`src/bfwm_ram.sv`:
```
// ----------------------------------------------------------------------------
// bfwm_ram: generic single-port RAM
// One address, write enable, registered read data.
// ----------------------------------------------------------------------------
`default_nettype none

module bfwm_ram #(
    parameter int WIDTH = 1,
    parameter int DEPTH = 64
) (
    input  wire logic                     i_clk,
    input  wire logic                     i_we,
    input  wire logic [$clog2(DEPTH)-1:0] i_addr,
    input  wire logic [WIDTH-1:0]         i_wdata,
    output logic      [WIDTH-1:0]         o_rdata
);

    logic [WIDTH-1:0] r_mem [DEPTH];

    always_ff @(posedge i_clk) begin
        if (i_we) begin
            r_mem[i_addr] <= i_wdata;
        end
        o_rdata <= r_mem[i_addr];
    end

endmodule

`default_nettype wire

```
`config.mk`:
```
export PLATFORM = sky130hd
export DESIGN_NAME = bfwm_ram
export DESIGN_NICKNAME = d
export VERILOG_FILES = /design/src/bfwm_ram.sv
export SDC_FILE = /design/constraint.sdc
export NUM_CORES = 1
export LEC_CHECK = 0
export BUFFER_PORTS_ARGS = -buffer_cell sky130_fd_sc_hd__buf_2
export CAP_MARGIN = 30
export CORE_UTILIZATION = 45
export CTS_CLUSTER_DIAMETER = 150
export DETAILED_ROUTE_END_ITERATION = 8
export PLACE_DENSITY_LB_ADDON = 0.1
export SLEW_MARGIN = 10
export SYNTH_ARGS = -nofsm -noshare
export SYNTH_HDL_FRONTEND = slang
export SYNTH_SLANG_ARGS = --single-unit
```
`constraint.sdc`:
```
create_clock -name i_clk -period 1.45 [get_ports i_clk]
set_input_delay 0.2175 -clock i_clk [delete_from_list [all_inputs] [get_ports i_clk]]
set_output_delay 0.2175 -clock i_clk [all_outputs]
set_load 0.03 [all_outputs]
```
== Word level (Yosys, flattened, before mapping) ==
Memories as Yosys holds them, arrays and structs flattened. A register that Yosys moved wholly into a read port is not among the register bits.
Index checks and enable logic that the tools add are counted.
Storage, ports and cells
  register bits: 0
  RAM bits: 64
  input port bits: 9
  output and inout port bits: 1
  logic and storage cells: 3
  memories: 1
Memory list
  r_mem: depth 64, width 1, rd ports 1, clocked after memory_dff 1, wr ports 1, RTL line 18  | logic [WIDTH-1:0] r_mem [DEPTH];
Operators by class
  muxes and demuxes: 2
Operators with widths (number)
  $mux W1: 2

== Longest topological paths before layout ==
  depth in word-level cells: 2
  mapped depth: 8
  gate-level depth less buffers: 5

== Worst setup path after synthesis ==
OpenSTA, ideal clock, no wires.
  path kind: input-to-reg
  start: in i_addr[0]
  end: reg o_rdata (read register of r_mem)
  setup time: 0.130 ns
  arrival: 1.423 ns
  data required time: 1.320 ns
  setup slack: -0.103 ns
  stages on the path: 6
  path buffers: 1
  cell sequence: buf_6 > mux4_2 > mux2i_1 > nor2_1 > a2111oi_2 > nand4_1
RTL lines
  start, declared: RTL line 13  | input wire logic [$clog2(DEPTH)-1:0] i_addr,
  end, declared: RTL line 15  | output logic [WIDTH-1:0] o_rdata

==> results.yml <==
sta:
  layout_setup_ws_ns: -0.225
  relSlewSlack_pct: 65.5
  final.setup.tns_ns: -0.225
  period_share_pct: 116
  finalSetupViolCount: 1
  maxSlewViolCount: 0
  maxClockFrequency_mhz: 597
  finClkSkew_ns: 0.00612
  rsz0062_at_grt: "yes"
  period_needed_ns: 1.68
  worst_pin_slew_ns: 0.517
  finalHoldViolations: 0
cts:
  cts.sinks: 65
  cts.clk_slew.worst_paths_ns: 0.07
  numCtsBuffers: 9
  cts_tree: "built"
  postCtsHoldBufs: 0
  cts-root-buf: "clkbuf_8"
  cts_setup_buffers: 0
  h-tree-depth: 3
  clock_latency_ns: 0.34
  clockBufferDepth: 2
logic_synthesis:
  synth-seq-cells: 65
  yosys_warnings: 0
  ys_top_cells_by_area: "edfxtp_1, nor2_1, mux4_1"
  synth_nets: 232
  synth_top_area_share_pct: 65.1
  synth_area_um2: 2950
  synthCells: 223
  synth.distinct_cells: 33
  syn_area_per_cell_um2: 13.2
  synth_top_area_cell: "edfxtp_1"
  ys_seq_area_share_pct: 65.7
routing:
  num_vias: 1875
  post-route-drc-count: 0
  vias_per_cell: 5.45
  drtPass1Iterations: 7
  wl_mm: 6.41
  wire_per_inst_um: 18.6
  drtIter0Drc: 131
  ant_nets: 0
setup_path:
  timing.rr.start: "r_mem[23]"
  cpPeakStageDelay_ns: 0.47
  worstPathArrival_ns: 1.88
  startpoint_type: "flop"
  end_kind: "flop"
  crit_slowest_cell: "mux4_2"
  worst-path-max-fanout: 1
  reg2reg_depth: 5
  r2r-end: "o_rdata"
  ff2ff_setup_slack_ns: -0.23
  cp_num_buf_inv: 0
  cp_top_family: "multiplexers"
  crit_required_ns: 1.66
  crit_chain: "mux4_2 > mux2i_1 > nor2_1 > a2111oi_2 > nand4_1"
  path_class: "reg -> reg"
power:
  internal-power_w: 0.00281
  p_clk_share_pct: 34.2
  fin_total_pwr_w: 0.00364
  power.leakage_nw: 1.16
  p_sw_w: 0.000827
  switching_share_pct: 22.7
  ir_drop_mv: 0.674
  combPwrFrac_pct: 8.5
  p_seq_share_pct: 57.3
  p_per_area_nw_per_um2: 1060
status:
  violations: "setup timing"
  status: "finished, violations left"
floorplan:
  rows: 29
  core_um2: 6350
  fp.dieW_um: 83.0
  start_util_pct: 46.5
  die_area_um2: 6890
  io_pins: 10
  die-height_um: 83.0
place:
  port_buffers: 9
  post-dp-hpwl_mm: 4.44
  globalplace.congestion: 0.935
global_routing:
  track_usage_pct: 20.6
  grt-ovfl-total: 0
  grt_pass1_wl_mm: 10.4
  grt_max_degree: 65
  grt_pass1_vias: 1943
  antenna_found_initial: 0
worst_hold_path:
  hold_depth: 1
  whs_endpoint: "r_mem[31]"
  min_path_type: "in -> reg"
  min_from: "i_wdata"
layout:
  drive_gt1_share_pct: 27.0
  diodes: 0
  fillers: 536
  nets: 271
  area_delta_synth_final_pct: 16.6
  final_cell_mix: "nor2_1, edfxtp_1, buf_4, clkbuf_8, buf_2"
  final-seq-area_um2: 1940
  multiInputGateArea_um2: 928
  layout_commonest_cell: "nor2_1"
run:
  maxCapViolCount: 0
## layer usage
layer  track usage [%]  vias to the layer above  part of all wire, %  routed length, um
met5                 0                        -                    0                  0
met3              4.27                       15                  3.9                247
met4              10.8                        0                  2.7                170
met2              31.6                       34                   47               3020
li1                  -                      907                    -                  -
met1              27.8                      919                   46               2970
## worst reg2reg max path, delay by kind of cell (launching register included)
family / cells / cell delay (ns)
multiplexers: 2 / 0.62
AND/OR/NAND/NOR: 2 / 0.21
AO/OA/AOI/OAI: 1 / 0.35
flip-flops: 1 / 0.36
## cell families after synthesis
group                  after synthesis  share of synthesized area (%)
multiplexers                        18                           10.1
AND/OR/NAND/NOR                    105                           16.2
flip-flops                          65                           65.7
AO/OA/AOI/OAI                       19                           5.12
buffers and inverters               16                           2.80
## power groups by stage
stage               combinational (W)  clock, W  sequential [W]
floorplan                    0.000164         0         0.00213
global placement             0.000291         0         0.00213
detailed placement           0.000298         0         0.00213
CTS                          0.000300   0.00128         0.00209
global route                 0.000332   0.00137         0.00208
finish                       0.000308   0.00124         0.00208
## worst max path at each step
| stage | start | end | slack [ns] | cells after the start |
|---|---|---|---|---|
| 4_1_cts | r_mem[10] | o_rdata | -0.24 | 5 |
| 3_3_place_gp | i_addr[0] | o_rdata | -0.31 | 7 |
| 3_5_place_dp | i_addr[0] | r_mem[13] | -0.37 | 6 |
| 6_report | r_mem[23] | o_rdata | -0.23 | 5 |
| 5_1_grt | r_mem[23] | o_rdata | -0.28 | 5 |
| 2_1_floorplan | i_addr[0] | o_rdata | -0.08 | 6 |
## layout make-up
class,count,share of cell area [%]
timing repair buffer,43,9.30
clock buffer,11,3.81
inverter,1,0.109
clock inverter,5,0.654
tap,77,2.80
sequential,65,56.4
multi-input combinational,142,27.0
## sequential cells by signal (all words and copies together), names as in the netlist
name     cells
r_mem       64
o_rdata      1
## stage by stage
step / hold slack (ns) / worst slack (ns) / cell area (um2) / cells / util [%]
after floorplan: 0.316 / -0.0826 / 2960 / 223 / -
after global placement: 0.679 / -0.306 / 3260 / 327 / 51.4
after detailed placement: 0.680 / -0.374 / 3260 / 327 / 51.4
after CTS: 0.425 / -0.237 / 3420 / 343 / 53.8
after global routing: 0.406 / -0.276 / 3440 / 344 / 54.2
final: 0.388 / -0.225 / 3440 / 344 / 54.2
## cell usage after synthesis
cell / number
a2111oi_2: 1
a21o_1: 2
a21oi_1: 3
a221oi_2: 1
a22oi_1: 3
a2bb2oi_1: 2
a31oi_1: 3
a41oi_1: 1
and3_1: 3
buf_1: 1
buf_2: 6
buf_4: 2
buf_6: 1
clkbuf_1: 5
dfxtp_1: 1
edfxtp_1: 64
inv_1: 1
mux2_2: 3
mux2i_1: 7
mux4_1: 4
mux4_2: 4
nand2_1: 6
nand3_1: 7
nand3b_1: 5
nand4_1: 2
nor2_1: 71
nor2_2: 1
nor2b_1: 3
nor4bb_1: 2
o221a_2: 1
o22ai_1: 2
or3_1: 1
or3b_2: 4
## timing repair
action                                  4_1_cts  5_1_grt
pin swaps                                     2        3
cloned                                        0        0
endpoints found under the setup margin        2        1
resized for setup                             2        0
No activity file was read; power rests on OpenSTA's default activity.
