[src/bfwm_pkg.sv]
// ----------------------------------------------------------------------------
// bfwm_pkg: shared types and constants
// Hash constants, datapath command codes and the controller/datapath structs.
// ----------------------------------------------------------------------------
`default_nettype none

package bfwm_pkg;

    localparam int FILTER_SIZE_DEF = 65536;
    localparam int NUM_HASHES_DEF  = 4;

    localparam logic [31:0] C_MUR1  = 32'hcc9e2d51;
    localparam logic [31:0] C_MUR2  = 32'h1b873593;
    localparam logic [31:0] C_MIXN  = 32'he6546b64;
    localparam logic [31:0] C_FMIX1 = 32'h85ebca6b;
    localparam logic [31:0] C_FMIX2 = 32'hc2b2ae35;

    localparam logic [15:0] LEN_MAX = 16'hffff;

    typedef enum logic [4:0] {
        CMD_NONE,
        CMD_CLR_INIT,
        CMD_CLR_STEP,
        CMD_LOAD,
        CMD_BLK_MUL1,
        CMD_KEY_MUL2,
        CMD_BLK_MIX,
        CMD_TAIL_MUL1,
        CMD_FIN_XOR,
        CMD_FIN_MUL1,
        CMD_FIN_MUL2,
        CMD_FIN_XOR2,
        CMD_PROBE_LOAD,
        CMD_RED_MUL1,
        CMD_RED_MUL2,
        CMD_RED_FIX,
        CMD_MEM,
        CMD_CHECK
    } t_op;

    typedef struct packed {
        t_op  op;
        logic probe_zero;
        logic probe_one;
        logic done;
    } t_dp_cmd;

    typedef struct packed {
        logic blk;
        logic last;
        logic tail;
        logic clr_done;
    } t_dp_stat;

endpackage

`default_nettype wire

[src/bfwm_dp.sv]
// ----------------------------------------------------------------------------
// bfwm_dp: hash and probe datapath
// Murmur/Jenkins accumulators, one shared multiplier, reciprocal modulo unit
// and the filter memory port.
// ----------------------------------------------------------------------------
`default_nettype none

module bfwm_dp #(
    parameter int FILTER_SIZE = bfwm_pkg::FILTER_SIZE_DEF
) (
    input  wire logic                           i_clk,
    input  wire logic                           i_rst_n,
    input  wire bfwm_pkg::t_dp_cmd              i_cmd,
    input  wire logic                           i_op,
    input  wire logic [7:0]                     i_byte,
    input  wire logic                           i_last,
    input  wire logic                           i_empty,
    output bfwm_pkg::t_dp_stat                  o_stat,
    output logic                                o_mem_we,
    output logic [$clog2(FILTER_SIZE)-1:0]      o_mem_addr,
    output logic                                o_mem_wdata,
    input  wire logic                           i_mem_rdata,
    output logic                                o_found,
    output logic                                o_was_add,
    output logic                                o_length_error
);

    localparam int IDX_W = $clog2(FILTER_SIZE);
    localparam logic [31:0]      FS_W    = 32'(FILTER_SIZE);
    // floor(2^32 / FILTER_SIZE): quotient estimate is exact or one low
    localparam logic [31:0]      RECIP   = 32'((64'd1 << 32) / 64'(FILTER_SIZE));
    localparam logic [IDX_W-1:0] IDX_TOP = IDX_W'(FILTER_SIZE - 1);

    // word accumulators
    logic [31:0] r_macc, r_jacc;
    logic [23:0] r_block;
    logic [1:0]  r_phase;
    logic [15:0] r_len;
    logic        r_ovf;

    // payload
    logic [31:0] r_k, r_h, r_h1, r_pacc, r_num, r_q;
    logic [7:0]  r_byte;
    logic        r_op, r_last, r_blk, r_allset;
    logic [IDX_W-1:0] r_rem;
    logic        r_found, r_was_add, r_lerr;

    logic        absorb;
    logic [31:0] sx, j1, j2, j3;
    logic [31:0] mul_a, mul_b, prod;
    logic [63:0] prod64;
    logic [31:0] mix_x, mix_r, fin_x, fm2_t, h0, h1a, h1b, h1c;
    logic [31:0] red_d;

    always_comb begin
        absorb = !(i_last && i_empty);
        sx = {{24{i_byte[7]}}, i_byte};
        j1 = r_jacc + sx;
        j2 = j1 + {j1[21:0], 10'b0};
        j3 = j2 ^ {6'b0, j2[31:6]};

        mul_a = r_k;
        mul_b = bfwm_pkg::C_MUR1;
        case (i_cmd.op)
            bfwm_pkg::CMD_BLK_MUL1: begin
                mul_a = {r_byte, r_block};
                mul_b = bfwm_pkg::C_MUR1;
            end
            bfwm_pkg::CMD_TAIL_MUL1: begin
                mul_a = {8'b0, r_block};
                mul_b = bfwm_pkg::C_MUR1;
            end
            bfwm_pkg::CMD_KEY_MUL2: begin
                mul_a = {r_k[16:0], r_k[31:17]};
                mul_b = bfwm_pkg::C_MUR2;
            end
            bfwm_pkg::CMD_FIN_MUL1: begin
                mul_a = r_h;
                mul_b = bfwm_pkg::C_FMIX1;
            end
            bfwm_pkg::CMD_FIN_MUL2: begin
                mul_a = fm2_t;
                mul_b = bfwm_pkg::C_FMIX2;
            end
            bfwm_pkg::CMD_RED_MUL1: begin
                mul_a = r_num;
                mul_b = RECIP;
            end
            bfwm_pkg::CMD_RED_MUL2: begin
                mul_a = r_q;
                mul_b = FS_W;
            end
            default: begin
                mul_a = r_k;
                mul_b = bfwm_pkg::C_MUR1;
            end
        endcase
        prod64 = 64'(mul_a) * 64'(mul_b);
        prod   = prod64[31:0];

        mix_x = r_macc ^ r_k;
        mix_r = {mix_x[18:0], mix_x[31:19]};
        fin_x = r_macc ^ ((r_phase != 2'd0) ? r_k : 32'd0) ^ {16'b0, r_len};
        fm2_t = r_h ^ {13'b0, r_h[31:13]};
        h0    = r_h ^ {16'b0, r_h[31:16]};
        h1a   = r_jacc + {r_jacc[28:0], 3'b0};
        h1b   = h1a ^ {11'b0, h1a[31:11]};
        h1c   = h1b + {h1b[16:0], 15'b0};
        red_d = r_num - FS_W;
    end

    always_ff @(posedge i_clk) begin
        if (!i_rst_n) begin
            r_macc  <= '0;
            r_jacc  <= '0;
            r_block <= '0;
            r_phase <= '0;
            r_len   <= '0;
            r_ovf   <= 1'b0;
        end else if (i_cmd.done) begin
            r_macc  <= '0;
            r_jacc  <= '0;
            r_block <= '0;
            r_phase <= '0;
            r_len   <= '0;
            r_ovf   <= 1'b0;
        end else begin
            case (i_cmd.op)
                bfwm_pkg::CMD_LOAD: begin
                    if (absorb) begin
                        r_jacc <= j3;
                        if (r_len == bfwm_pkg::LEN_MAX) begin
                            r_ovf <= 1'b1;
                        end else begin
                            r_len <= r_len + 16'd1;
                        end
                        case (r_phase)
                            2'd0: begin
                                r_block[7:0] <= i_byte;
                                r_phase <= 2'd1;
                            end
                            2'd1: begin
                                r_block[15:8] <= i_byte;
                                r_phase <= 2'd2;
                            end
                            2'd2: begin
                                r_block[23:16] <= i_byte;
                                r_phase <= 2'd3;
                            end
                            default: begin
                                r_phase <= r_phase;
                            end
                        endcase
                    end
                end
                bfwm_pkg::CMD_BLK_MIX: begin
                    r_macc  <= {mix_r[29:0], 2'b0} + mix_r + bfwm_pkg::C_MIXN;
                    r_block <= '0;
                    r_phase <= '0;
                end
                default: begin
                    r_macc <= r_macc;
                end
            endcase
        end
    end

    always_ff @(posedge i_clk) begin
        case (i_cmd.op)
            bfwm_pkg::CMD_CLR_INIT: begin
                r_rem <= '0;
            end
            bfwm_pkg::CMD_CLR_STEP: begin
                r_rem <= r_rem + IDX_W'(1);
            end
            bfwm_pkg::CMD_LOAD: begin
                r_op   <= i_op;
                r_last <= i_last;
                r_byte <= i_byte;
                r_blk  <= absorb && (r_phase == 2'd3);
            end
            bfwm_pkg::CMD_BLK_MUL1, bfwm_pkg::CMD_TAIL_MUL1,
            bfwm_pkg::CMD_KEY_MUL2: begin
                r_k <= prod;
            end
            bfwm_pkg::CMD_FIN_XOR: begin
                r_h <= fin_x ^ {16'b0, fin_x[31:16]};
            end
            bfwm_pkg::CMD_FIN_MUL1: begin
                r_h  <= prod;
                r_h1 <= h1c;
            end
            bfwm_pkg::CMD_FIN_MUL2: begin
                r_h <= prod;
            end
            bfwm_pkg::CMD_FIN_XOR2: begin
                r_h      <= h0;
                r_pacc   <= h0 + {r_h1[30:0], 1'b0};
                r_allset <= 1'b1;
            end
            bfwm_pkg::CMD_PROBE_LOAD: begin
                r_rem <= '0;
                if (i_cmd.probe_zero) begin
                    r_num <= r_h;
                end else if (i_cmd.probe_one) begin
                    r_num <= r_h1;
                end else begin
                    r_num  <= r_pacc;
                    r_pacc <= r_pacc + r_h1;
                end
            end
            bfwm_pkg::CMD_RED_MUL1: begin
                r_q <= prod64[63:32];
            end
            bfwm_pkg::CMD_RED_MUL2: begin
                r_num <= r_num - prod;
            end
            bfwm_pkg::CMD_RED_FIX: begin
                r_rem <= (r_num >= FS_W) ? red_d[IDX_W-1:0] : r_num[IDX_W-1:0];
            end
            bfwm_pkg::CMD_CHECK: begin
                if (r_op) begin
                    r_allset <= r_allset & i_mem_rdata;
                end
            end
            default: begin
                r_k <= r_k;
            end
        endcase
        if (i_cmd.done) begin
            r_found   <= r_op ? r_allset : 1'b1;
            r_was_add <= !r_op;
            r_lerr    <= r_ovf;
        end
    end

    always_comb begin
        o_stat.blk      = r_blk;
        o_stat.last     = r_last;
        o_stat.tail     = (r_phase != 2'd0);
        o_stat.clr_done = (r_rem == IDX_TOP);
        o_mem_addr      = r_rem;
        o_mem_we        = (i_cmd.op == bfwm_pkg::CMD_CLR_STEP)
                          || ((i_cmd.op == bfwm_pkg::CMD_MEM) && !r_op);
        o_mem_wdata     = (i_cmd.op != bfwm_pkg::CMD_CLR_STEP);
        o_found         = r_found;
        o_was_add       = r_was_add;
        o_length_error  = r_lerr;
    end

endmodule

`default_nettype wire

[config.mk]
export PLATFORM = sky130hd
export DESIGN_NAME = bfwm_dp
export DESIGN_NICKNAME = d
export VERILOG_FILES = /design/src/bfwm_pkg.sv /design/src/bfwm_dp.sv
export SDC_FILE = /design/constraint.sdc
export NUM_CORES = 2
export LEC_CHECK = 0
export ABC_CLOCK_PERIOD_IN_PS = 15100
export BUFFER_PORTS_ARGS = -buffer_cell sky130_fd_sc_hd__buf_2
export CAP_MARGIN = 5
export CORE_MARGIN = 4
export CORE_UTILIZATION = 40
export CTS_CLUSTER_SIZE = 10
export DETAILED_ROUTE_END_ITERATION = 10
export PLACE_DENSITY = 0.67
export SLEW_MARGIN = 10
export SYNTH_ARGS = -nofsm -noshare
export SYNTH_HDL_FRONTEND = slang
export SYNTH_SLANG_ARGS = --single-unit
[constraint.sdc]
create_clock -name i_clk -period 15.1 [get_ports i_clk]
set_input_delay 3.02 -clock i_clk [delete_from_list [all_inputs] [get_ports i_clk]]
set_output_delay 3.02 -clock i_clk [all_outputs]
set_load 0.02 [all_outputs]
# == Yosys cells after proc, flatten, opt, wreduce, memory -nomap -nowiden ==
# Cells that the tools add are included.
# totals
elab_cells,130
ff_bits,330
# classes
n_eq_ne,31
n_reduce_logical,28
mul,1
n_lt_le_gt_ge,1
bitwise_logic,12
n_mux,22
addsub,12
# op_table
op,count
$add A32 B32 Y32,7
$pmux W32 S7,1
$mux W32,5
$pmux W32 S2,2
$pmux W32 S4,1
$pmux W32 S3,1
$xor A32 B16 Y32,3
$mul A32 B32 Y64,1
$xor A32 B32 Y32,2
$pmux W16 S3,1
$pmux W24 S2,1
$eq A5 B4 Y1 const B,8
$add A16 B1 Y16 const B,2
$add A32 B32 Y32 const B,1
$eq A16 B16 Y1 const B,2
$ge A32 B17 Y1 const B,1
$sub A32 B32 Y32,1
$xor A32 B19 Y32,1
$xor A32 B21 Y32,1
$xor A32 B26 Y32,1
$mux W24,1
$mux W8,3
$reduce_and A3 Y1,7
$eq A5 B3 Y1 const B,4
other kinds (27),49

# == Logic depth before layout (Yosys ltp) ==
# depth
ltp_word,6
mapped_depth,51
mapped_depth_nobuf,50

# == Least setup slack after synthesis ==
# OpenSTA, ideal clock, no wires.
# synth_timing
kind,input -> register
start,in i_cmd[3] (netlist name)
end,"reg r_num[30], data pin"
cell_stages,46
path_buffers,5
arrival_time_ps,15740
required_ps,14829
setup_slack_ps,-912
path_cell_list,clkbuf_1 > nor2_1 > nor3_1 > or2_2 > clkbuf_1 > buf_1 > buf_1 > nand3_1 > o21ai_0 > nor2_1 > inv_1 > o21ai_0 > fa_1 > fa_1 > fa_1 > inv_1 > fa_1 > inv_1 > [10 not listed] > a21o_1 > a21o_1 > a21oi_1 > xor2_1 > ha_1 > clkbuf_1 > nand3_1 > a2bb2oi_1 > a21oi_1 > or2_0 > o41a_1 > maj3_2 > a21oi_1 > o31ai_2 > maj3_2 > nor3_1 > o22a_1 > o311ai_1
# synth_between
elab_chain_cells,6
elab_cells_between_ends,14
cone_classes,1 x add/sub; 1 x mul; 8 x eq/ne; 3 x mux; 1 x reduce/logical
# synth_lines
element,line_no,text
from (decl),bfwm_dp.sv:13,"input wire bfwm_pkg::t_dp_cmd i_cmd,"
$eq A5 B4 Y1 (on tied branches),"bfwm_dp.sv:64, bfwm_dp.sv:169",
$reduce_or A2 Y1 (no source line),-,
$pmux W32 S4,bfwm_dp.sv:64,case (i_cmd.op)
$mul A32 B32 Y64,bfwm_dp.sv:98,prod64 = 64'(mul_a) * 64'(mul_b);
$sub A32 B32 Y32,bfwm_dp.sv:216,r_num <= r_num - prod;
$pmux W32 S2 (*),bfwm_dp.sv:169,case (i_cmd.op)
to (signal assigned),bfwm_dp.sv:206,r_num <= r_h1;
to (signal assigned),bfwm_dp.sv:208,r_num <= r_pacc;
to (signal assigned),bfwm_dp.sv:216,
to (decl),bfwm_dp.sv:42,"logic [31:0] r_k, r_h, r_h1, r_pacc, r_num, r_q;"
# Mark *: on every way between the ends. The rest lies on a longest branch, timed or not.
# A chain may end at the register's enable or synchronous reset.

# == Worst setup path after layout ==
# layout_timing
start,in i_cmd[3] (netlist name)
end,"reg r_num[31], data pin"
# layout_between
elab_chain_cells,6
elab_cells_between_ends,14
cone_classes,1 x add/sub; 1 x mul; 8 x eq/ne; 3 x mux; 1 x reduce/logical
# layout_lines
element,line_no,text
$eq A5 B4 Y1,bfwm_dp.sv:64,
$reduce_or A2 Y1 (no source line),-,
$pmux W32 S4,bfwm_dp.sv:64,
$mul A32 B32 Y64 (*),bfwm_dp.sv:98,
net prod64[12],bfwm_dp.sv:51,logic [63:0] prod64;
$sub A32 B32 Y32 (*),bfwm_dp.sv:216,
$pmux W32 S2 (*),bfwm_dp.sv:169,
# Mark *: on every way through the listed nets, which the timed path passes. The rest lies on a longest branch.

==> out/results.txt <==
most instantiated library cell after synthesis = inv_1
Post-CTS Hold Buffers = 0
fraction of layout cells with a size suffix above 1 = 5.64%
fin area = 0.0603 mm²
vias in the first global route = 46300
TritonCTS clock tree = yes
delay of the slowest critical-path stage = 0.64 ns
Yosys cell types = 86
Buf/Inv on CP = 10
Placed Cells = 7907
DP HPWL = 199 mm
setup violators final = 0
Via density = 5.67
final core occ = 43.8%
htree depth = 2
row count = 136
share of the synthesized area in the top cell type = 31.3%
Post-synth EDFFs = 223
DRT iter0 DRCs = 4868
initial antenna violation count = 13
Die W = 380 µm
CP Data Arrival Time = 15.11 ns
Worst Hold Path Cells = 0
WP depth = 43
Placer Congestion = 1.07
die height = 380 µm
register area = 0.00884 mm²
final hold violation count = 0
final WL = 230 mm
PortBufs = 46
DRC = 0
NumNets Final = 7591
synthesized net count = 7464
CP max-delay cell = xnor2_1
fraction of registers with async set/reset = 0%
outcome = finished clean
global route overflow = 0
CTS Buffer Depth = 3
Hold Crit Class = flip-flop to flip-flop
Crit Path Max Fanout = 9
delay-heaviest family, CP = adder cells
unrepaired setup endpoints after global routing = no
Worst Setup End Kind = flip-flop
startpoint types = input pin
Slew Viols, Final = 0
Routed wire per std cell = 28.8 µm
Post-synth top flop = edfxtp_1
Final ANT Viol Nets = 0
post-synthesis register bit count = 330
Worst-path clk slew = 0.06 ns
clock sink count = 330
area leader, netlist = fa_1
worst reg-to-reg path cell count = 38
Core Footprint = 0.137 mm²
area of the multi-input gates = 0.0417 mm²
largest net degree at the start of global routing = 77
total track usage = 31.4%
placed instance area = 0.0589 mm²
Pre-antenna DRT Iters = 6
top post-synthesis cells by area = fa_1 (31%), ha_1 (12%), edfxtp_1 (12%)
fin cells = 7995
num ports = 47
Setup Crit Path Kind = input pin to flip-flop
Synth Warn # = 0
vias = 45300
initial core utilization = 40.3%
total CTS buffers = 42
syn avg cell area = 9.19 µm²
CTS root buffer = clkbuf_16
minimum clock period = 14.79 ns
die area = 0.145 mm²
worst endpoint required time = 15.42 ns
clk_skew = 0.0401 ns
Worst-Skew Late Latency = 0.60 ns
Fill cells = 13400
Synth-to-Final Area Change = 8.74%
Synth top cells by count = inv_1 (1156), fa_1 (868), ha_1 (542), nand2_1 (488), nor2_1 (448)
mapped cell area = 0.0554 mm²
maxcap violations = 0
Fmax = 67.6 MHz
Syn Inst Count = 6032
crit share post-route = 97.9%
Least-Margin Pin Slew = 1.30 ns
sequential area share after synthesis = 15.9%
relative slew slack = 13.0%
first-pass GRT wire length = 327 mm
[stage by stage]
step	hold WS [ns]	TNS (ns)	setup slack, ns
4_1_cts	0.436	0	0.248
3_3_place_gp	0.417	-3.59	-0.525
5_1_grt	0.456	0	0.0298
3_5_place_dp	0.423	-1.73	-0.318
6_report	0.437	0	0.312
2_1_floorplan	0.409	0	0.145
[final timing paths]
check,startpoint,end,slack [ns]
setup / recovery,i_cmd[3],r_num[31],0.31
hold reg to reg,r_ovf,o_length_error,0.44
hold / removal,r_ovf,o_length_error,0.44
setup reg to reg,r_h[24],r_q[31],2.97
[logic make-up after synthesis]
group	synth area share, %
flip-flops	15.9
buffers and inverters	8.95
adder cells (fa/ha/maj)	43.7
AO/OA/AOI/OAI	12.3
XOR/XNOR	7.33
AND/OR/NAND/NOR	11.0
multiplexers	0.815
[state kept, by name (all words and copies together) (netlist names), 24 cells and up]
signal and flops:
r_k 32, r_q 32, r_h1 32, r_pacc 32, r_h 32, r_num 32
r_jacc 32, r_macc 32, r_block 24
[cells in the final DEF (no fill, tap or decap), types with 118 or more instances in the layout]
master    instances
inv_1          1156
o21ai_0         237
fa_1            868
ha_1            542
xor2_1          150
buf_4           194
a21o_1          118
edfxtp_1        223
a21oi_1         341
xnor2_1         308
nor2_1          440
nand2_1         488
[cell type report]
type,count,area share [%]
tap,1794,3.72
clock inverter,10,0.284
antenna,11,0.0457
clock buffer,65,1.97
timing repair buffer,241,2.83
sequential,330,14.7
inverter,1159,7.22
multi-input combinational,4385,69.3
[worst reg2reg max path, delay by kind of cell (launching register included)]
kind	cells	cell delay, ns
adders and majority gates	9	4.61
DFF	1	0.94
AOI/OAI and AO/OA	11	3.14
buffers and inverters	11	1.87
and+or+nand+nor	5	0.95
xor gates and xnor gates	2	0.36
[timing repair]
item,CTS,global route
gates resized for setup,0,5
buffers inserted,0,2
setup endpoints to repair,0,12
[layer usage]
layer | GRT usage, % | up-vias | share of wire, %
li1 | - | 19800 | -
met1 | 41.3 | 22600 | 40
met2 | 48.8 | 2290 | 44
met3 | 5.44 | 591 | 8.4
met4 | 18.4 | 4 | 7.5
met5 | 0 | - | 0.013
Power is left out: the tool's default activity adds up to more than one toggle a clock period on the data nets, which glitch-free logic cannot reach.
