**config.mk**
```make
export PLATFORM = sky130hd
export DESIGN_NAME = bfwm_ctrl
export DESIGN_NICKNAME = d
export VERILOG_FILES = /design/src/bfwm_pkg.sv /design/src/bfwm_ctrl.sv
export SDC_FILE = /design/constraint.sdc
export NUM_CORES = 1
export LEC_CHECK = 0
export BUFFER_PORTS_ARGS = -buffer_cell sky130_fd_sc_hd__buf_2
export CORE_AREA = 8 8 55 57
export CTS_BUF_LIST = sky130_fd_sc_hd__clkbuf_16
export DETAILED_ROUTE_END_ITERATION = 10
export DIE_AREA = 0 0 63 65
export RECOVER_POWER = 25
export SLEW_MARGIN = 20
export SYNTH_ARGS = -nofsm -noshare
export SYNTH_HDL_FRONTEND = slang
export SYNTH_SLANG_ARGS = --single-unit
```
**constraint.sdc**
```tcl
create_clock -name i_clk -period 1.4 [get_ports i_clk]
set_input_delay 0.07 -clock i_clk [delete_from_list [all_inputs] [get_ports i_clk]]
set_output_delay 0.07 -clock i_clk [all_outputs]
set_load 0.005 [all_outputs]
```
**src/bfwm_pkg.sv**
```systemverilog
// ----------------------------------------------------------------------------
// bfwm_pkg: shared types and constants
// Hash constants, datapath command codes and the controller/datapath structs.
// ----------------------------------------------------------------------------
`default_nettype none

package bfwm_pkg;

    localparam int FILTER_SIZE_DEF = 65536;
    localparam int NUM_HASHES_DEF  = 4;

    localparam logic [31:0] C_MUR1  = 32'hcc9e2d51;
    localparam logic [31:0] C_MUR2  = 32'h1b873593;
    localparam logic [31:0] C_MIXN  = 32'he6546b64;
    localparam logic [31:0] C_FMIX1 = 32'h85ebca6b;
    localparam logic [31:0] C_FMIX2 = 32'hc2b2ae35;

    localparam logic [15:0] LEN_MAX = 16'hffff;

    typedef enum logic [4:0] {
        CMD_NONE,
        CMD_CLR_INIT,
        CMD_CLR_STEP,
        CMD_LOAD,
        CMD_BLK_MUL1,
        CMD_KEY_MUL2,
        CMD_BLK_MIX,
        CMD_TAIL_MUL1,
        CMD_FIN_XOR,
        CMD_FIN_MUL1,
        CMD_FIN_MUL2,
        CMD_FIN_XOR2,
        CMD_PROBE_LOAD,
        CMD_RED_MUL1,
        CMD_RED_MUL2,
        CMD_RED_FIX,
        CMD_MEM,
        CMD_CHECK
    } t_op;

    typedef struct packed {
        t_op  op;
        logic probe_zero;
        logic probe_one;
        logic done;
    } t_dp_cmd;

    typedef struct packed {
        logic blk;
        logic last;
        logic tail;
        logic clr_done;
    } t_dp_stat;

endpackage

`default_nettype wire

```
**src/bfwm_ctrl.sv**
```systemverilog
// ----------------------------------------------------------------------------
// bfwm_ctrl: sequencer
// Clearing pass, byte intake, block and finalize steps, probe loop, result.
// ----------------------------------------------------------------------------
`default_nettype none

module bfwm_ctrl #(
    parameter int NUM_HASHES = bfwm_pkg::NUM_HASHES_DEF
) (
    input  wire logic               i_clk,
    input  wire logic               i_rst_n,
    input  wire logic               i_in_valid,
    output logic                    o_in_ready,
    output logic                    o_out_valid,
    input  wire logic               i_out_ready,
    output bfwm_pkg::t_dp_cmd       o_cmd,
    input  wire bfwm_pkg::t_dp_stat i_stat
);

    localparam int PRB_W = $clog2(NUM_HASHES);
    localparam logic [PRB_W-1:0] PRB_LAST = PRB_W'(NUM_HASHES - 1);

    typedef enum logic [4:0] {
        S_CLR0, S_CLR, S_IDLE, S_ROUTE, S_BLK1, S_BLK2, S_BLK3,
        S_TAIL1, S_TAIL2, S_FINX, S_FM1, S_FM2, S_FX2,
        S_PLOAD, S_RED1, S_RED2, S_RFIX, S_MEM, S_CHECK, S_DONE
    } t_state;

    t_state           r_state, n_state;
    logic [PRB_W-1:0] r_probe, n_probe;
    logic             r_ovalid, n_ovalid;

    always_comb begin
        n_state  = r_state;
        n_probe  = r_probe;
        n_ovalid = r_ovalid && !i_out_ready;
        o_cmd.op = bfwm_pkg::CMD_NONE;
        o_cmd.probe_zero = (r_probe == PRB_W'(0));
        o_cmd.probe_one  = (r_probe == PRB_W'(1));
        o_cmd.done = 1'b0;
        o_in_ready = 1'b0;
        case (r_state)
            S_CLR0: begin
                o_cmd.op = bfwm_pkg::CMD_CLR_INIT;
                n_state = S_CLR;
            end
            S_CLR: begin
                o_cmd.op = bfwm_pkg::CMD_CLR_STEP;
                if (i_stat.clr_done) begin
                    n_state = S_IDLE;
                end
            end
            S_IDLE: begin
                o_in_ready = 1'b1;
                if (i_in_valid) begin
                    o_cmd.op = bfwm_pkg::CMD_LOAD;
                    n_state = S_ROUTE;
                end
            end
            S_ROUTE: begin
                if (i_stat.blk) begin
                    n_state = S_BLK1;
                end else if (!i_stat.last) begin
                    n_state = S_IDLE;
                end else if (i_stat.tail) begin
                    n_state = S_TAIL1;
                end else begin
                    n_state = S_FINX;
                end
            end
            S_BLK1: begin
                o_cmd.op = bfwm_pkg::CMD_BLK_MUL1;
                n_state = S_BLK2;
            end
            S_BLK2: begin
                o_cmd.op = bfwm_pkg::CMD_KEY_MUL2;
                n_state = S_BLK3;
            end
            S_BLK3: begin
                o_cmd.op = bfwm_pkg::CMD_BLK_MIX;
                n_state = i_stat.last ? S_FINX : S_IDLE;
            end
            S_TAIL1: begin
                o_cmd.op = bfwm_pkg::CMD_TAIL_MUL1;
                n_state = S_TAIL2;
            end
            S_TAIL2: begin
                o_cmd.op = bfwm_pkg::CMD_KEY_MUL2;
                n_state = S_FINX;
            end
            S_FINX: begin
                o_cmd.op = bfwm_pkg::CMD_FIN_XOR;
                n_state = S_FM1;
            end
            S_FM1: begin
                o_cmd.op = bfwm_pkg::CMD_FIN_MUL1;
                n_state = S_FM2;
            end
            S_FM2: begin
                o_cmd.op = bfwm_pkg::CMD_FIN_MUL2;
                n_state = S_FX2;
            end
            S_FX2: begin
                o_cmd.op = bfwm_pkg::CMD_FIN_XOR2;
                n_probe = '0;
                n_state = S_PLOAD;
            end
            S_PLOAD: begin
                o_cmd.op = bfwm_pkg::CMD_PROBE_LOAD;
                n_state = S_RED1;
            end
            S_RED1: begin
                o_cmd.op = bfwm_pkg::CMD_RED_MUL1;
                n_state = S_RED2;
            end
            S_RED2: begin
                o_cmd.op = bfwm_pkg::CMD_RED_MUL2;
                n_state = S_RFIX;
            end
            S_RFIX: begin
                o_cmd.op = bfwm_pkg::CMD_RED_FIX;
                n_state = S_MEM;
            end
            S_MEM: begin
                o_cmd.op = bfwm_pkg::CMD_MEM;
                n_state = S_CHECK;
            end
            S_CHECK: begin
                o_cmd.op = bfwm_pkg::CMD_CHECK;
                if (r_probe == PRB_LAST) begin
                    n_state = S_DONE;
                end else begin
                    n_probe = r_probe + PRB_W'(1);
                    n_state = S_PLOAD;
                end
            end
            S_DONE: begin
                if (!r_ovalid || i_out_ready) begin
                    o_cmd.done = 1'b1;
                    n_ovalid = 1'b1;
                    n_state = S_IDLE;
                end
            end
            default: begin
                n_state = S_CLR0;
            end
        endcase
    end

    always_ff @(posedge i_clk) begin
        if (!i_rst_n) begin
            r_state  <= S_CLR0;
            r_probe  <= '0;
            r_ovalid <= 1'b0;
        end else begin
            r_state  <= n_state;
            r_probe  <= n_probe;
            r_ovalid <= n_ovalid;
        end
    end

    assign o_out_valid = r_ovalid;

endmodule

`default_nettype wire

```
# After elaboration in Yosys (flattened, before gate mapping)
# Index checks and enable logic that the tools add are counted.
[word_totals]
register_bits = 8
in_bits = 8
output_inout_bits = 10
wordCells = 57
[classes]
n_addsub = 1
n_eq_ne = 25
n_mux = 18
n_reduce_logical = 10
[op_table]
columns = ["op", "count"]
rows = [
  ["$pmux W5 S20", 1],
  ["$pmux W5 S17", 1],
  ["$eq A5 B4 Y1 const B", 8],
  ["$eq A5 B3 Y1 const B", 4],
  ["$eq A5 B5 Y1 const B", 4],
  ["$mux W5", 4],
  ["$mux W4", 4],
  ["$eq A5 B2 Y1 const B", 2],
  ["$ne A2 B2 Y1 const B", 4],
  ["$eq A5 B1 Y1 const B", 1],
  ["$logic_not A5 Y1", 1],
  ["$mux W1", 5],
  ["$mux W2", 2],
  ["$pmux W2 S2", 1],
  ["$reduce_and A3 Y1", 1],
  ["$add A2 B1 Y2 const B", 1],
  ["$eq A2 B1 Y1 const B", 1],
  ["$eq A2 B2 Y1 const B", 1],
  ["$logic_not A1 Y1", 2],
  ["$logic_not A2 Y1", 1],
  ["$reduce_and A2 Y1", 1],
  ["$reduce_bool A2 Y1", 1],
  ["$reduce_or A2 Y1", 1],
  ["$logic_and A1 B1 Y1", 1],
  ["$logic_or A1 B1 Y1", 1],
]

# Logic depth before layout (Yosys ltp)
# Gate-level depths: netlist of the first run.
[depth]
ltp_word = 4
ltp_mapped = 6
depth_no_buf = 6

# Least setup slack after synthesis of the first run
# No wires, ideal clock.
[synth_path]
path_kind = "register to register"
start = "register r_state[3]"
end = "register r_probe[0]"
setup_ns = 0.116
arrival_ns = 1.353
t_required_ns = 1.284
setup_slack_ns = -0.069
path_stages_with_launch = 7
path_buffers = 1
synth_period_minus_slack_ns = 1.469
cell_sequence = "dfxtp_1 -> or2_1 -> buf_6 -> o32a_4 -> nor2_4 -> mux2i_1 -> nor2b_1"
[synth_between]
elab_chain_cells = 3
word_cells_on_any_way = 6
classes_between = "3 x eq/ne; 1 x mux; 2 x reduce/logical"
[synth_lines]
columns = ["element", "line", "text"]
rows = [
  ["start: declaration", "bfwm_ctrl.sv:29", "t_state r_state, n_state;"],
  ["start signal: assignment", "bfwm_ctrl.sv:156", "r_state <= n_state;"],
  ["$eq A5 B5 Y1 / $eq A5 B4 Y1 (equally long branches)", "bfwm_ctrl.sv:42", "case (r_state)"],
  ["$ne A2 B2 Y1 (no line) / $reduce_bool A2 Y1 (equally long branches)", "n/a", ""],
  ["$reduce_and A2 Y1 (no line)", "n/a", ""],
  ["end signal: assignment", "bfwm_ctrl.sv:157", "r_probe <= n_probe;"],
  ["end: declaration", "bfwm_ctrl.sv:30", "logic [PRB_W-1:0] r_probe, n_probe;"],
]
# Several ways; a longest one is shown, not always the timed one.
# A chain may end at the register's enable or synchronous reset.

==> impl_metrics.env, run 1 <==
export IMPL_result_of_the_run="finished, violations left"
export IMPL_violated_checks="setup timing"
export IMPL_core_area_um2=2148
export IMPL_final_nets=174
export IMPL_dpl_hpwl_um=1885
export IMPL_power_leakage_nw=0.5876
export IMPL_timing_final_ws_setup_ps=-85.64
export IMPL_worst_endpoint_required_ps=1330
export IMPL_final_fill_count=190
export IMPL_synth_lib_cells_used_distinct=38
export IMPL_die_width_um=63
export IMPL_overall_die_area_um2=4095
export IMPL_critical_path_max_stage_delay_ps=350
export IMPL_cp_start_kind="flip-flop"
export IMPL_place_congestion=0.9102
export IMPL_post_route_util=0.6261
export IMPL_grt_pass1_vias=986
export IMPL_ctsLongestPathBuffers=2
export IMPL_slew_violations=0
export IMPL_period_needed_ps=1486
export IMPL_swShare=0.3482
export IMPL_detail_route_wl_per_cell_um=14.57
export IMPL_timing_final_hold_violations=0
export IMPL_net_switching_power_uw=573.1
export IMPL_layout_common_cells="sky130_fd_sc_hd__buf_4 (25), sky130_fd_sc_hd__buf_2 (17), sky130_fd_sc_hd__nand2b_1 (9), sky130_fd_sc_hd__nand2_1 (9), sky130_fd_sc_hd__a21oi_1 (7)"
export IMPL_cp_top_family="simple AND/OR/NAND/NOR gates"
export IMPL_grt_util_met3=0.02749
export IMPL_clk_root_buffer_cell="sky130_fd_sc_hd__clkbuf_16"
export IMPL_detail_route_drc_violations=0
export IMPL_grt_pass1_wl_um=4326
export IMPL_syn2layout_area_growth_pct=61.17
export IMPL_grt_use_met2=0.2228
export IMPL_path_clk_slew_ps=40
export IMPL_share_of_the_clock_period_used_by_the_worst_path_after_layout=1.061
export IMPL_synth_area_um2=834.6
export IMPL_initial_antenna_violation_count=0
export IMPL_clock_sinks=8
export IMPL_power_ir_vdd_worst_mv=0.8521
export IMPL_setup_crit_path_kind="flip-flop to primary output"
export IMPL_clk_insertion_delay_late_ps=230
export IMPL_detail_route_first_pass_iterations=4
export IMPL_overflow=0
export IMPL_layout_cell_area_non_filler_um2=1345
export IMPL_hold_path_class="primary input to flip-flop"
export IMPL_dp_worst_setup_slack_ps=-80.54
export IMPL_placementRows=17
export IMPL_global_route_usage_over_all_layers=0.1266
export IMPL_pwr_density_cell_nw_per_um2=1224
export IMPL_use_met1=0.1374
export IMPL_totalPowerFinal_mw=1.646
export IMPL_cts_buffers_inserted=3
export IMPL_die_h_um=65
export IMPL_hold_worst_slack_ps=144.3
export IMPL_initial_core_util=0.3885
export IMPL_post_drt_via_cell_ratio=5.503
export IMPL_dpl_instance_area_um2=1072
export IMPL_ioPinCount=18
export IMPL_gate_count_of_the_mapped_netlist=119
export IMPL_cp_arrival_ps=1420
export IMPL_yosysSeqAreaShare=0.1919
export IMPL_finalClockSkew_ps=0.5234
export IMPL_critPathBufInv=2
export IMPL_path_cells="buf_8 > nor2_4 > nand2_2 > or3_4 > o21ai_2 > buf_2"
export IMPL_number_of_vias_in_the_routed_layout=1040
export IMPL_tritoncts="done"
export IMPL_mostFrequentLayoutCell="sky130_fd_sc_hd__buf_4"
export IMPL_placement_io_buffers=17
export IMPL_worstMarginPinSlew_ps=283.6
export IMPL_intPower_mw=1.073
export IMPL_drc_marker_count_from_the_first_detailed_route_iteration=58
export IMPL_drtAntennaViolNets=0
export IMPL_synth_avg_cell_area_um2=7.013
export IMPL_number_of_levels_the_h_tree_was_split_into=1
export IMPL_largest_net_degree_at_the_start_of_global_routing=16
export IMPL_power_frac_comb=0.528
export IMPL_busiest_layer="met2"
export IMPL_timing_critical_path_fanout_max=12
export IMPL_clock_power_share=0.291
export IMPL_layout_cell_share_with_drive_strength_beyond_1=0.4658
export IMPL_ys_ff_latch=8
export IMPL_antenna_cells=0
export IMPL_postSynthNetCount=130
export IMPL_routed_wirelength_um=2754
export IMPL_rsz0062_at_grt="true"
export IMPL_pwr_share_seq=0.181
export IMPL_drv_cap=0
export IMPL_synth_yosys_warnings=0
export IMPL_maximum_clock_rate_ghz=0.6731
export IMPL_critPathSlowestCell="sky130_fd_sc_hd__or3_4"
export IMPL_setup_violations=4
export IMPL_maxSlewHeadroom=0.8106
export IMPL_cp_end_kind="primary output"
## Yosys cell counts, drive strengths merged
master   count  area, um^2
a2111o       1       11.26
a21oi        8       40.04
a221oi       1       8.760
a31oi        3       18.77
and2         1       6.260
and3         1       6.260
and3b        1       8.760
buf          5       30.02
clkbuf       5       18.77
dfxtp        8       160.2
ha           3       37.54
inv          5       18.77
mux2i        2       20.02
nand2       11       41.29
nand2b       9       56.30
nand3        4       20.02
nand3b       2       15.01
nor2         8       37.54
nor2b        5       31.28
nor3         7       35.03
nor3b        1       7.510
nor4         1       6.260
o2111ai      1       8.760
o211ai       1       7.510
o21a         2       15.01
o21ai        9       45.04
o21bai       1       7.510
o22ai        2       12.51
o31a         3       26.28
o32a         2       32.53
or2          1       6.260
or3          2       12.51
or4          1       7.510
xor2         2       17.52
## logic make-up after synthesis
family,after synthesis,share of synthesized area
flops,8,0.1919
buf+inv,15,0.08095
simple gates,55,0.3568
compound gates,34,0.2804
xor+xnor,2,0.02099
fa+ha+maj,3,0.04498
mux,2,0.02399
## layout make-up
class                           count  area [um^2]  area share
Tap cell                           28        35.03     0.02605
Timing Repair Buffer               49        359.1      0.2670
Multi-Input combinational cell     96        683.2      0.5079
Clock buffer                        3        75.07     0.05581
Inverter                            5        18.77     0.01395
Sequential cell                     8        173.9      0.1293
## through the flow
step | TNS [ps] | cells
after floorplan | -136.7 | 119
after global placement | -170.5 | 176
after detailed placement | -267.4 | 176
after CTS | -254.8 | 183
after global routing | -697.6 | 189
final | -268.6 | 189
## registers in the layout (all words and copies together) (netlist names)
register / flops
o_out_valid: 1
r_probe: 2
r_state: 5
## worst reg2reg max path, cell delays in order (launching register included)
cell,delay (ps)
sky130_fd_sc_hd__dfxtp_2,310
sky130_fd_sc_hd__or2_4,280
sky130_fd_sc_hd__o32a_4,370
sky130_fd_sc_hd__nor2_4,110
sky130_fd_sc_hd__mux2i_1,210
sky130_fd_sc_hd__nor2b_1,60
## power by group through the flow
stage | Combinational (mW) | Clock, mW | Sequential [mW]
6_report | 0.869 | 0.479 | 0.298
5_1_grt | 0.933 | 0.492 | 0.301
4_1_cts | 0.743 | 0.490 | 0.298
3_5_place_dp | 0.625 | 0 | 0.296
3_3_place_gp | 0.624 | 0 | 0.294
2_1_floorplan | 0.402 | 0 | 0.281
## final timing paths
kind / slack (ps) / depth (start not counted) / end / startpoint
setup / recovery: -90 / 6 / o_cmd[6] / r_state[3]
hold / removal: 140 / 2 / r_state[4] / i_rst_n
hold reg to reg: 620 / 2 / r_state[1] / r_state[4]
setup reg to reg: -50 / 5 / r_probe[1] / r_state[2]
## metal layers
| layer | vias up | part of all wire |
|---|---|---|
| li1 | 513 | - |
| met1 | 502 | 0.44 |
| met3 | 6 | 0.038 |
| met5 | - | 0 |
| met4 | 0 | 0.019 |
| met2 | 19 | 0.51 |
## what timing repair did
item,in CTS,in global routing
gates resized for setup,24,18
pin swaps,4,7
setup buffers,4,6
cloned,0,0
setup endpoints to repair,13,11
hold buffers,0,0
Note: power is estimated with default switching activity, not from simulation.
==> run 2: changes to the inputs <==
--- a/config.mk
+++ b/config.mk
@@ -10,6 +10,7 @@
 export CTS_BUF_LIST = sky130_fd_sc_hd__clkbuf_16
 export DETAILED_ROUTE_END_ITERATION = 10
 export DIE_AREA = 0 0 63 65
+export MAX_ROUTING_LAYER = met4
 export RECOVER_POWER = 25
 export SLEW_MARGIN = 20
 export SYNTH_ARGS = -nofsm -noshare
==> impl_metrics.env, run 2 (synthesis gave the netlist of run 1 again) <==
export IMPL_violated_checks="setup timing"
export IMPL_core_area_um2=2148
export IMPL_layout_common_cells="sky130_fd_sc_hd__buf_4 (25), sky130_fd_sc_hd__buf_2 (17), sky130_fd_sc_hd__nand2b_1 (9), sky130_fd_sc_hd__nand2_1 (9), sky130_fd_sc_hd__a21oi_1 (7)"
export IMPL_cp_arrival_ps=1420
export IMPL_maximum_clock_rate_ghz=0.6732
export IMPL_setup_crit_path_kind="flip-flop to primary output"
export IMPL_finish_cell_count_without_fillers=189
export IMPL_routed_wirelength_um=2737
export IMPL_detail_route_wl_per_cell_um=14.48
export IMPL_post_drt_via_cell_ratio=5.519
export IMPL_final_nets=174
export IMPL_dpl_instance_area_um2=1072
export IMPL_path_clk_slew_ps=40
export IMPL_power_ir_vdd_worst_mv=0.8528
export IMPL_number_of_vias_in_the_routed_layout=1043
export IMPL_largest_register_ffs=5
export IMPL_ctsLongestPathBuffers=2
export IMPL_layout_cell_area_non_filler_um2=1345
export IMPL_min_delay_start="i_rst_n"
export IMPL_tritoncts="done"
export IMPL_timing_final_ws_setup_ps=-85.33
export IMPL_die_h_um=65
export IMPL_place_congestion=0.9259
export IMPL_fin_setup_tns_ps=-265.2
export IMPL_finalClockSkew_ps=0.9618
export IMPL_timing_critical_path_fanout_max=12
export IMPL_overall_die_area_um2=4095
export IMPL_period_needed_ps=1485
export IMPL_post_route_util=0.6261
export IMPL_dp_worst_setup_slack_ps=-80.54
export IMPL_antenna_cells=0
export IMPL_hold_path_class="primary input to flip-flop"
export IMPL_rsz0062_at_grt="true"
export IMPL_setup_violations=4
export IMPL_critPathLaunch="r_state[3]"
export IMPL_largest_net_degree_at_the_start_of_global_routing=16
export IMPL_clock_sinks=8
export IMPL_grt_pass1_wl_um=4326
export IMPL_result_of_the_run="finished, violations left"
export IMPL_initial_antenna_violation_count=0
export IMPL_dpl_hpwl_um=1885
export IMPL_largest_reg_by_ff_count="r_state"
export IMPL_timing_final_hold_violations=0
export IMPL_worstMarginPinSlew_ps=283.6
export IMPL_power_leakage_nw=0.5876
export IMPL_numPlacedInstances=176
export IMPL_cts_buffers_inserted=3
export IMPL_global_route_usage_over_all_layers=0.1307
export IMPL_detail_route_first_pass_iterations=4
export IMPL_syn2layout_area_growth_pct=61.17
export IMPL_area_of_the_multi_input_gates_um2=683.2
export IMPL_cts_hold_repair_buffers=0
export IMPL_detail_route_drc_violations=0
export IMPL_regArea_um2=173.9
export IMPL_maxSlewHeadroom=0.8105
export IMPL_mostFrequentLayoutCell="sky130_fd_sc_hd__buf_4"
export IMPL_grt_pass1_vias=981
export IMPL_final_fill_count=190
export IMPL_worst_endpoint_required_ps=1330
export IMPL_cp_end_kind="primary output"
export IMPL_layout_cell_share_with_drive_strength_beyond_1=0.4658
export IMPL_drv_cap=0
export IMPL_hold_worst_slack_ps=143.1
export IMPL_drc_marker_count_from_the_first_detailed_route_iteration=51
export IMPL_clk_insertion_delay_late_ps=230
export IMPL_ioPinCount=18
export IMPL_slew_violations=0
export IMPL_cp_start_kind="flip-flop"
export IMPL_pwr_density_cell_nw_per_um2=1223
export IMPL_placement_io_buffers=17
export IMPL_initial_core_util=0.3885
export IMPL_overflow=0
export IMPL_number_of_levels_the_h_tree_was_split_into=1
export IMPL_drtAntennaViolNets=0
export IMPL_totalPowerFinal_mw=1.645
export IMPL_share_of_the_clock_period_used_by_the_worst_path_after_layout=1.061
export IMPL_placementRows=17
export IMPL_timing_rr_start="r_state[2]"
export IMPL_clk_root_buffer_cell="sky130_fd_sc_hd__clkbuf_16"
export IMPL_die_width_um=63
==> run 2: path summary, 6_finish.rpt <==
path                      to  slack, ps  cells past startpoint
hold reg to reg   r_state[1]        620                      2
setup / recovery    o_cmd[6]        -90                      6
hold / removal    r_state[4]        140                      2
setup reg to reg  r_probe[1]        -50                      5
==> run 2: per-layer routing <==
layer,track usage,part of all wire,vias up
li1,-,-,513
met1,0.1384,0.42,499
met2,0.2228,0.51,25
met3,0.02749,0.053,6
met4,0.07407,0.019,0
met5,-,0,-
==> run 2: worst max-delay path, stage by stage (launching register included) <==
cell and delay [ps]:
sky130_fd_sc_hd__dfxtp_2 320, sky130_fd_sc_hd__buf_8 140, sky130_fd_sc_hd__nor2_4 120, sky130_fd_sc_hd__nand2_2 60, sky130_fd_sc_hd__or3_4 350, sky130_fd_sc_hd__o21ai_2 70
sky130_fd_sc_hd__buf_2 120
==> run 2: area by class of cell <==
type / instances / share of cell area
clock buffers: 3 / 0.05581
inverters: 5 / 0.01395
multi-input cells: 96 / 0.5079
flip-flops and latches: 8 / 0.1293
well taps: 28 / 0.02605
repair buffers: 49 / 0.2670
==> run 2: report_power, final <==
group	internal (mW)	leakage [nW]	switching [mW]	total [mW]
sequential	0.265	0.0680	0.0328	0.298
clock	0.368	0.0370	0.112	0.480
combinational	0.440	0.483	0.427	0.867
==> run 2: timing repair <==
item,4_1_cts,5_1_grt
setup endpoints to repair,13,11
gates resized for setup,24,18
buffers inserted,4,6
cloned,0,0
pin swaps,4,7
==> run 3: changes to the inputs <==
--- a/config.mk
+++ b/config.mk
@@ -5,11 +5,12 @@
 export SDC_FILE = /design/constraint.sdc
 export NUM_CORES = 1
 export LEC_CHECK = 0
+export ABC_AREA = 1
 export BUFFER_PORTS_ARGS = -buffer_cell sky130_fd_sc_hd__buf_2
-export CORE_AREA = 8 8 55 57
+export CORE_AREA = 8 8 53 55
 export CTS_BUF_LIST = sky130_fd_sc_hd__clkbuf_16
 export DETAILED_ROUTE_END_ITERATION = 10
-export DIE_AREA = 0 0 63 65
+export DIE_AREA = 0 0 61 63
 export MAX_ROUTING_LAYER = met4
 export RECOVER_POWER = 25
 export SLEW_MARGIN = 20
==> impl_metrics.env, run 3 <==
export IMPL_global_route_usage_over_all_layers=0.1364
export IMPL_dpl_hpwl_um=1816
export IMPL_worst_path_most_repeated_cell="sky130_fd_sc_hd__inv_2"
export IMPL_power_ir_vdd_worst_mv=0.7724
export IMPL_cp_top_family="flip-flops"
export IMPL_path_cells="inv_2 > nand2_4 > nor2_2 > nand2_2 > inv_2 > nand2_1 > o2111ai_1 > buf_2"
export IMPL_setup_violations=1
export IMPL_synth_enable_flop_cells=0
export IMPL_overall_die_area_um2=3843
export IMPL_detail_route_wl_per_cell_um=12.96
export IMPL_overflow=0
export IMPL_setup_crit_path_kind="flip-flop to primary output"
export IMPL_ctsLongestPathBuffers=2
export IMPL_largest_net_degree_at_the_start_of_global_routing=8
export IMPL_drtAntennaViolNets=0
export IMPL_detail_route_first_pass_iterations=4
export IMPL_period_needed_ps=1406
export IMPL_number_of_vias_in_the_routed_layout=943
export IMPL_mostFrequentLayoutCell="sky130_fd_sc_hd__nand2_1"
export IMPL_placement_io_buffers=17
export IMPL_yosysSeqAreaShare=0.2162
export IMPL_whs_path_depth=3
export IMPL_pwr_density_cell_nw_per_um2=1394
export IMPL_placementRows=17
export IMPL_largest_reg_by_ff_count="r_state"
export IMPL_drv_cap=0
export IMPL_synth_most_common_cell="sky130_fd_sc_hd__nand2_1"
export IMPL_path_clk_slew_ps=40
export IMPL_core_area_um2=2063
export IMPL_maximum_clock_rate_ghz=0.7112
export IMPL_cp_end_kind="primary output"
export IMPL_synth_avg_cell_area_um2=6.022
export IMPL_timing_final_ws_setup_ps=-6.070
export IMPL_rsz0062_at_grt="true"
export IMPL_grt_pass1_wl_um=3919
export IMPL_die_width_um=61
export IMPL_number_of_levels_the_h_tree_was_split_into=1
export IMPL_cp_start_kind="flip-flop"
export IMPL_async_reset_ff_frac=0
export IMPL_cp_num_cells=8
export IMPL_hold_path_class="primary input to flip-flop"
export IMPL_share_of_the_clock_period_used_by_the_worst_path_after_layout=1.004
export IMPL_post_drt_via_cell_ratio=5.125
export IMPL_violated_checks="setup timing"
export IMPL_cp_arrival_ps=1340
export IMPL_synth_area_um2=740.7
export IMPL_initial_core_util=0.3590
export IMPL_synth_adder_area_share=0.05068
export IMPL_finish_cell_count_without_fillers=184
export IMPL_power_leakage_nw=0.5555
export IMPL_slew_violations=0
export IMPL_prevailing_post_synth_register_cell="sky130_fd_sc_hd__dfxtp_1"
export IMPL_gate_count_of_the_mapped_netlist=123
export IMPL_final_nets=169
export IMPL_post_route_util=0.5658
export IMPL_main_combinational_cell_family_by_area_after_synthesis="simple AND/OR/NAND/NOR gates"
export IMPL_dp_worst_setup_slack_ps=77.85
export IMPL_synth_area_leaders="sky130_fd_sc_hd__dfxtp_1 (22%), sky130_fd_sc_hd__nand2_1 (12%), sky130_fd_sc_hd__nor2_1 (10%)"
export IMPL_antenna_cells=0
export IMPL_finalClockSkew_ps=0.7893
export IMPL_synthDominantAreaCellType="sky130_fd_sc_hd__dfxtp_1"
export IMPL_post_synth_mux_area_share=0
export IMPL_postSynthNetCount=134
export IMPL_netlist_area_leader_share=0.2162
export IMPL_clk_insertion_delay_late_ps=230
export IMPL_largest_register_ffs=5
export IMPL_worstMarginPinSlew_ps=232.0
export IMPL_drc_marker_count_from_the_first_detailed_route_iteration=22
export IMPL_synth_compound_area_share=0.1976
export IMPL_die_h_um=63
export IMPL_number_of_cells_on_the_worst_reg_to_reg_path=9
export IMPL_synth_lib_cells_used_distinct=22
export IMPL_maxSlewHeadroom=0.8448
export IMPL_clk_root_buffer_cell="sky130_fd_sc_hd__clkbuf_16"
export IMPL_synthTopCellsByCount="sky130_fd_sc_hd__nand2_1 (23), sky130_fd_sc_hd__nor2_1 (20), sky130_fd_sc_hd__a21oi_1 (13), sky130_fd_sc_hd__nand3_1 (12), sky130_fd_sc_hd__inv_1 (11)"
export IMPL_critical_path_max_stage_delay_ps=370
export IMPL_place_congestion=0.9504
export IMPL_grt_pass1_vias=901
export IMPL_hold_worst_slack_ps=93.90
export IMPL_layout_common_cells="sky130_fd_sc_hd__nand2_1 (17), sky130_fd_sc_hd__buf_2 (16), sky130_fd_sc_hd__nor2_1 (14)"
export IMPL_worst_endpoint_required_ps=1330
export IMPL_tritoncts="done"
export IMPL_clock_sinks=8
export IMPL_layout_cell_share_with_drive_strength_beyond_1=0.4744
export IMPL_critPathSlowestCell="sky130_fd_sc_hd__dfxtp_4"
export IMPL_critPathBufInv=3
export IMPL_numPlacedInstances=180
export IMPL_yosys_area_share_xor_xnor=0
export IMPL_ys_ff_latch=8
export IMPL_initial_antenna_violation_count=0
export IMPL_syn2layout_area_growth_pct=57.60
export IMPL_yosys_area_share_simple=0.4392
export IMPL_routed_wirelength_um=2384
export IMPL_timing_critical_path_fanout_max=4
export IMPL_cts_buffers_inserted=3
export IMPL_ioPinCount=18
export IMPL_timing_final_hold_violations=0
export IMPL_result_of_the_run="finished, violations left"
export IMPL_detail_route_drc_violations=0
export IMPL_synth_yosys_warnings=0
## run 3: changes by cell type after synthesis, moves of 5 or more
cell                       change
sky130_fd_sc_hd__a21oi_1       +5
sky130_fd_sc_hd__clkbuf_1      -5
sky130_fd_sc_hd__inv_1         +6
sky130_fd_sc_hd__inv_2         +8
sky130_fd_sc_hd__nand2_1      +12
sky130_fd_sc_hd__nand2b_1      -9
sky130_fd_sc_hd__nand3_1       +8
sky130_fd_sc_hd__nor2_1       +13
sky130_fd_sc_hd__nor2b_1       -5
sky130_fd_sc_hd__nor3_1        -7
sky130_fd_sc_hd__o21ai_0       -6
## run 3: path summary, 6_finish.rpt
check | start | to | slack (ps)
setup / recovery | r_state[3] | o_cmd[3] | -6
hold / removal | i_rst_n | r_probe[0] | 90
setup reg to reg | r_state[3] | r_state[0] | 60
hold reg to reg | r_probe[1] | r_probe[1] | 540
## run 3: what timing repair did
item | in CTS | in global routing
gates cloned | 0 | 0
hold buffers | 0 | 0
endpoints found under the setup margin | 5 | 8
buffers inserted | 2 | 1
resized for setup | 18 | 25
pin swaps | 3 | 6
## run 3: layout make-up
type                       count  area [um^2]
clock buffer                   3        75.07
tap                           28        35.03
timing repair buffer          30        185.2
sequential                     8        173.9
multi-input combinational     96        619.3
inverter                      19        78.83
fill                         193        895.9
## run 3: where the power goes
group	switching, mW	internal [mW]	total, mW
clock	0.116	0.368	0.484
combinational	0.473	0.344	0.817
sequential	0.0532	0.273	0.326
total	0.642	0.985	1.63
## run 3: kinds of logic after synthesis
group,after synthesis
fa+ha+maj,3
simple gates,67
flops,8
compound gates,26
buf+inv,19
## run 3: per-layer routing
metal	track usage	vias up	part of all wire
li1	-	482	-
met2	0.2077	29	0.48
met5	-	-	0
met4	0.08455	0	0.049
met1	0.1541	419	0.42
met3	0.03086	13	0.049
## run 3: through the flow
step	total power [mW]	TNS (ps)	instance area, um^2
floorplan	0.7160	0	740.7
global placement	0.9824	0	950.9
global route	1.728	-289.9	1167
detailed placement	0.9804	0	950.9
finish	1.627	-6.070	1167
CTS	1.537	-0.9652	1081
## run 3: worst register-to-register path, cell delays in order (launching register included)
cell                      delay (ps)
sky130_fd_sc_hd__dfxtp_4         370
sky130_fd_sc_hd__inv_2            90
sky130_fd_sc_hd__nand2_4          90
sky130_fd_sc_hd__nor2_2          130
sky130_fd_sc_hd__nand2_2          70
sky130_fd_sc_hd__buf_4           130
sky130_fd_sc_hd__nor2_1          160
sky130_fd_sc_hd__nor3_2           60
sky130_fd_sc_hd__nand2_1          70
sky130_fd_sc_hd__a21oi_1          50
